`src/hw/rtl/fpa_pkg.sv`:
```
// ----------------------------------------------------------------------------
// fpa_pkg
// Shared types, constants and helpers for the fixed-point ALU.
// ----------------------------------------------------------------------------
package fpa_pkg;

    localparam int FRACTION_BITS = 8;
    localparam int WORD_BITS     = 32;
    localparam int QUO_BITS      = WORD_BITS + FRACTION_BITS;
    localparam int WIDE_BITS     = 2 * WORD_BITS + 1;
    localparam int MUL_LAT       = 3;
    localparam int DIV_LAT       = QUO_BITS + 2;
    localparam int IN_BYTES      = (4 + 2 * WORD_BITS + 7) / 8;
    localparam int OUT_BYTES     = (WORD_BITS + 3 + 7) / 8;
    localparam int IN_DATA_BITS  = IN_BYTES * 8;
    localparam int OUT_DATA_BITS = OUT_BYTES * 8;

    typedef logic [WORD_BITS-1:0] t_word;

    typedef enum logic [3:0] {
        CMD_ADD    = 4'd0,
        CMD_SUB    = 4'd1,
        CMD_MUL    = 4'd2,
        CMD_DIV    = 4'd3,
        CMD_GT     = 4'd4,
        CMD_LT     = 4'd5,
        CMD_GE     = 4'd6,
        CMD_LE     = 4'd7,
        CMD_EQ     = 4'd8,
        CMD_NE     = 4'd9,
        CMD_MIN    = 4'd10,
        CMD_MAX    = 4'd11,
        CMD_INC    = 4'd12,
        CMD_DEC    = 4'd13,
        CMD_TO_INT = 4'd14
    } t_cmd;

    typedef enum logic [1:0] {
        ST_OK   = 2'd0,
        ST_OVF  = 2'd1,
        ST_DIV0 = 2'd2
    } t_status;

    // operand bundle for the multiplier and divider
    typedef struct packed {
        logic  neg;
        logic  a_neg;
        logic  a_zero;
        t_word mag_a;
        t_word mag_b;
    } t_op;

    typedef struct packed {
        t_word   value;
        t_status status;
    } t_res;

    localparam t_word WORD_MIN = {1'b1, {(WORD_BITS-1){1'b0}}};
    localparam t_word WORD_MAX = {1'b0, {(WORD_BITS-1){1'b1}}};

    // signed word from sign and unsigned magnitude, saturating
    function automatic t_res sat_mag(input logic neg, input logic [WIDE_BITS-1:0] mag);
        logic [WIDE_BITS-1:0] lim;
        t_res                 r;
        lim = neg ? {{(WIDE_BITS-WORD_BITS){1'b0}}, WORD_MIN}
                  : {{(WIDE_BITS-WORD_BITS){1'b0}}, WORD_MAX};
        if (mag > lim) begin
            r.value  = neg ? WORD_MIN : WORD_MAX;
            r.status = ST_OVF;
        end else begin
            r.value  = neg ? (~mag[WORD_BITS-1:0] + t_word'(1)) : mag[WORD_BITS-1:0];
            r.status = ST_OK;
        end
        return r;
    endfunction

endpackage

```
`src/hw/rtl/fpa_mul.sv`:
```
// ----------------------------------------------------------------------------
// fpa_mul
// Three-stage rounded fixed-point multiplier on magnitudes.
// ----------------------------------------------------------------------------
module fpa_mul (
    input  logic         i_clk,
    input  logic         i_en,
    input  fpa_pkg::t_op i_op,
    output fpa_pkg::t_res o_res
);
    import fpa_pkg::*;

    localparam int PROD_BITS = 2 * WORD_BITS;
    localparam int Q_BITS    = WIDE_BITS - FRACTION_BITS;

    logic [PROD_BITS-1:0] r_prod;
    logic                 r_neg1;
    logic [Q_BITS-1:0]    r_q;
    logic                 r_neg2;
    t_res                 r_res;
    logic [WIDE_BITS-1:0] n_sum;

    // round half away from zero on the magnitude
    assign n_sum = {1'b0, r_prod} + (WIDE_BITS'(1) << (FRACTION_BITS - 1));

    always_ff @(posedge i_clk) begin
        if (i_en) begin
            r_prod <= i_op.mag_a * i_op.mag_b;
            r_neg1 <= i_op.neg;
            r_q    <= n_sum[WIDE_BITS-1:FRACTION_BITS];
            r_neg2 <= r_neg1;
            r_res  <= sat_mag(r_neg2, {{FRACTION_BITS{1'b0}}, r_q});
        end
    end

    assign o_res = r_res;
endmodule

```
`config.mk`:
```
export PLATFORM = sky130hd
export DESIGN_NAME = fpa_mul
export DESIGN_NICKNAME = d
export VERILOG_FILES = /design/src/hw/rtl/fpa_pkg.sv /design/src/hw/rtl/fpa_mul.sv
export SDC_FILE = /design/constraint.sdc
export NUM_CORES = 2
export LEC_CHECK = 0
export BUFFER_PORTS_ARGS = -buffer_cell sky130_fd_sc_hd__buf_2
export CAP_MARGIN = 20
export CORE_MARGIN = 2
export CORE_UTILIZATION = 60
export CTS_CLUSTER_SIZE = 28
export DETAILED_ROUTE_END_ITERATION = 10
export GPL_TIMING_DRIVEN = 0
export PLACE_DENSITY = 0.77
export SYNTH_ARGS = -nofsm -noshare
export SYNTH_HDL_FRONTEND = slang
export SYNTH_SLANG_ARGS = --single-unit
```
`constraint.sdc`:
```
create_clock -name i_clk -period 9.65 [get_ports i_clk]
set_input_delay 1.93 -clock i_clk [delete_from_list [all_inputs] [get_ports i_clk]]
set_output_delay 1.93 -clock i_clk [all_outputs]
set_load 0.005 [all_outputs]
```
==> results.md <==
* Post-detailed-route count of antenna-violating nets at 0
* Post-synthesis sequential area ratio at 11.1%
* YS warnings at 0
* Ys async rst share at 0%
* Fin area at 42,900 µm²
* Worst r2r path cells at 13
* Synth Area per Inst at 9.48 µm²
* Util after Layout at 64.2%
* IO Port Bufs at 99
* Final WS setup at 0.0645 ns
* Die X at 263 µm
* Htree depth at 4
* Synth area leader: fa_1
* Area Overhead vs Synth at 6.42%
* Root Buffer: clkbuf_16
* Top cells by count, synth: 897 x inv_1, 895 x fa_1, 580 x and2_1
* Hold Vio Cnt, Final at 0
* Critical path class: input port to flip-flop
* Rows at 95
* Multi-input gate area at 31,700 µm²
* Initial antenna violation count at 18
* Vias in the first global route at 32,900
* Yosys top cell area share at 44.4%
* Hold Path Class: flip-flop to flip-flop
* Worst relative slew slack at 34.6%
* CTS tree: yes
* Die area at 69,300 µm²
* Final nets at 5,633
* Setup tns final at 0 ns
* CTS Buffer Depth at 2
* Count leader, synth: inv_1
* Max Slew Vio Count at 0
* Layout fillers at 5,600
* Top FF cell, synth: edfxtp_1
* Avg WL per Cell at 25.7 µm
* Post-CTS Hold Buffers at 0
* Post-synth EDFFs at 149
* Die Y at 263 µm
* GR Util All Layers at 40.2%
* Yosys reg bits at 149
* Critical Path Source: i_op[13]
* Synth cell types at 69
* Register-to-Register Setup Slack at 5.30 ns
* Post-Syn Nets at 5,516
* Period minus WS final at 9.59 ns
* Slew @ Worst Pin at 0.981 ns
* Seq. cell area at 4470 µm²
* WHS Endpoint: r_neg2
* CTS buffer count at 17
* DRT iter0 DRCs at 3,127
* Max Freq at 104 MHz
* DP Wirelength at 110,000 µm
* GP Congestion at 1.07
* Worst Hold Launch: r_neg1
* Clk sinks at 149
* Placed Area at 42,000 µm²
* Startpoint types: input port
* Pre-Repair DR Iteration Count at 8
* Clock skew at 0.00869 ns
* First-pass GRT wire length at 202,000 µm
* Clock transition at path regs at 0.06 ns
* WP data required at 9.82 ns
* Worst-Skew Late Latency at 0.43 ns
* CP arrival at 9.76 ns
* Initial Utilization at 60.3%
* IO Pins at 103
* Number of max-cap violations at 0
* Final wirelength at 135,000 µm
* Mapped Area at 40,300 µm²
* Status: completed
* Main area contributors after synthesis: fa_1 44%, edfxtp_1 11%, ha_1 9.1%
* Vias after detailed routing at 31,600
* Worst r2r src: r_neg2
* Layout cells sized above 1 at 7.32%
* GR Overflow Total at 0
* DRC viols at 0
* Core Box Area at 66,900 µm²
* Worst hold path depth at 0
* Critical Path Sink Type: flip-flop
* Via/cell ratio at 6.01
* Reg2reg end: o_res[14]
* Worst-path fanout max at 10
* Final setup viols at 0
* Post-Syn Instances at 4,258
* Period utilization at 99.3%
* Setup WS pre-CTS at -1.12 ns
* Largest net degree at the start of global routing at 106
## cell usage in the layout (no fill, tap or decap), types with 8 or more instances in the layout
master / instances
a21oi_1: 87
a31oi_1: 17
edfxtp_1: 149
inv_1: 897
fa_1: 894
and3_1: 24
o22ai_1: 28
buf_2: 120
clkbuf_2: 115
ha_1: 292
nor3_1: 38
xor2_1: 41
and4_1: 8
nor4_1: 12
mux2i_1: 9
nor2_1: 96
a211oi_1: 8
nand3_1: 33
clkbuf_4: 18
nand2_1: 516
and2_1: 580
o21ai_0: 40
xnor2_1: 72
clkbuf_1: 64
o21bai_1: 8
a21o_1: 48
nand4_1: 40
clkbuf_16: 17
## layer usage
layer / wire length [µm] / up-vias / GRT usage (%)
met2: 57800 / 2113 / 58.8
met4: 11700 / 14 / 26.7
met3: 17100 / 539 / 12.0
li1: - / 13100 / -
met1: 48400 / 15900 / 52.0
met5: 125 / - / 0
## cell families after synthesis
logic type | share of synthesized area, %
AND/OR/NAND/NOR | 17.6
adder cells (fa/ha/maj) | 53.5
buffers and inverters | 10.5
AO/OA/AOI/OAI | 4.50
flip-flops | 11.1
XOR/XNOR | 2.45
multiplexers | 0.251
other | 0.00929
## worst max-delay path by stage
stage / cells after the start / end
after floorplan: 25 / r_prod[57]
after global placement: 26 / r_prod[57]
after detailed placement: 26 / r_prod[57]
after CTS: 25 / r_prod[57]
after global routing: 26 / r_prod[57]
final: 26 / r_prod[57]
## worst max-delay path: stages
cell and delay, ns:
buf_2 0.13, clkbuf_2 0.31, and2_1 0.29, fa_1 0.54
fa_1 0.63, inv_1 0.08, fa_1 0.47, fa_1 0.50
fa_1 0.50, inv_1 0.05, fa_1 0.51, fa_1 0.56
inv_1 0.09, fa_1 0.70, inv_1 0.08, ha_1 0.42
nand2_1 0.15, a21oi_1 0.14, nor2_1 0.10, o41ai_4 0.45
a31oi_1 0.14, buf_4 0.18, o211a_1 0.26, o21ai_1 0.24
a31oi_1 0.14, xnor2_1 0.16
## sequential cells by signal (all words and copies together) (netlist names)
signal / flops
o_res: 33
r_q: 57
r_neg1: 1
r_prod: 57
r_neg2: 1
## final cells by class
cell class	count	area share, %
tap	873	2.54
sequential	149	10.4
timing repair buffer	104	1.35
multi-input combinational	2980	73.8
clock buffer	17	0.991
inverter	897	7.84
buffer	226	2.62
antenna	2	0.0117
clock inverter	14	0.460
## timing repair
| action | 4_1_cts | 5_1_grt |
|---|---|---|
| setup endpoints to repair | 25 | 24 |
| gates resized for setup | 115 | 192 |
| setup buffers | 0 | 2 |
| pin swaps | 0 | 3 |
| endpoints found under the hold margin | 0 | 0 |
## through the flow
stage	hold WS [ns]	std cells
4_1_cts	0.424	5261
2_1_floorplan	0.400	4258
3_5_place_dp	0.410	5231
6_report	0.421	5262
5_1_grt	0.443	5260
3_3_place_gp	0.403	5230
Power is not shown: default switching activity piles up to over one toggle a cycle in this logic, so the estimate is an artifact.
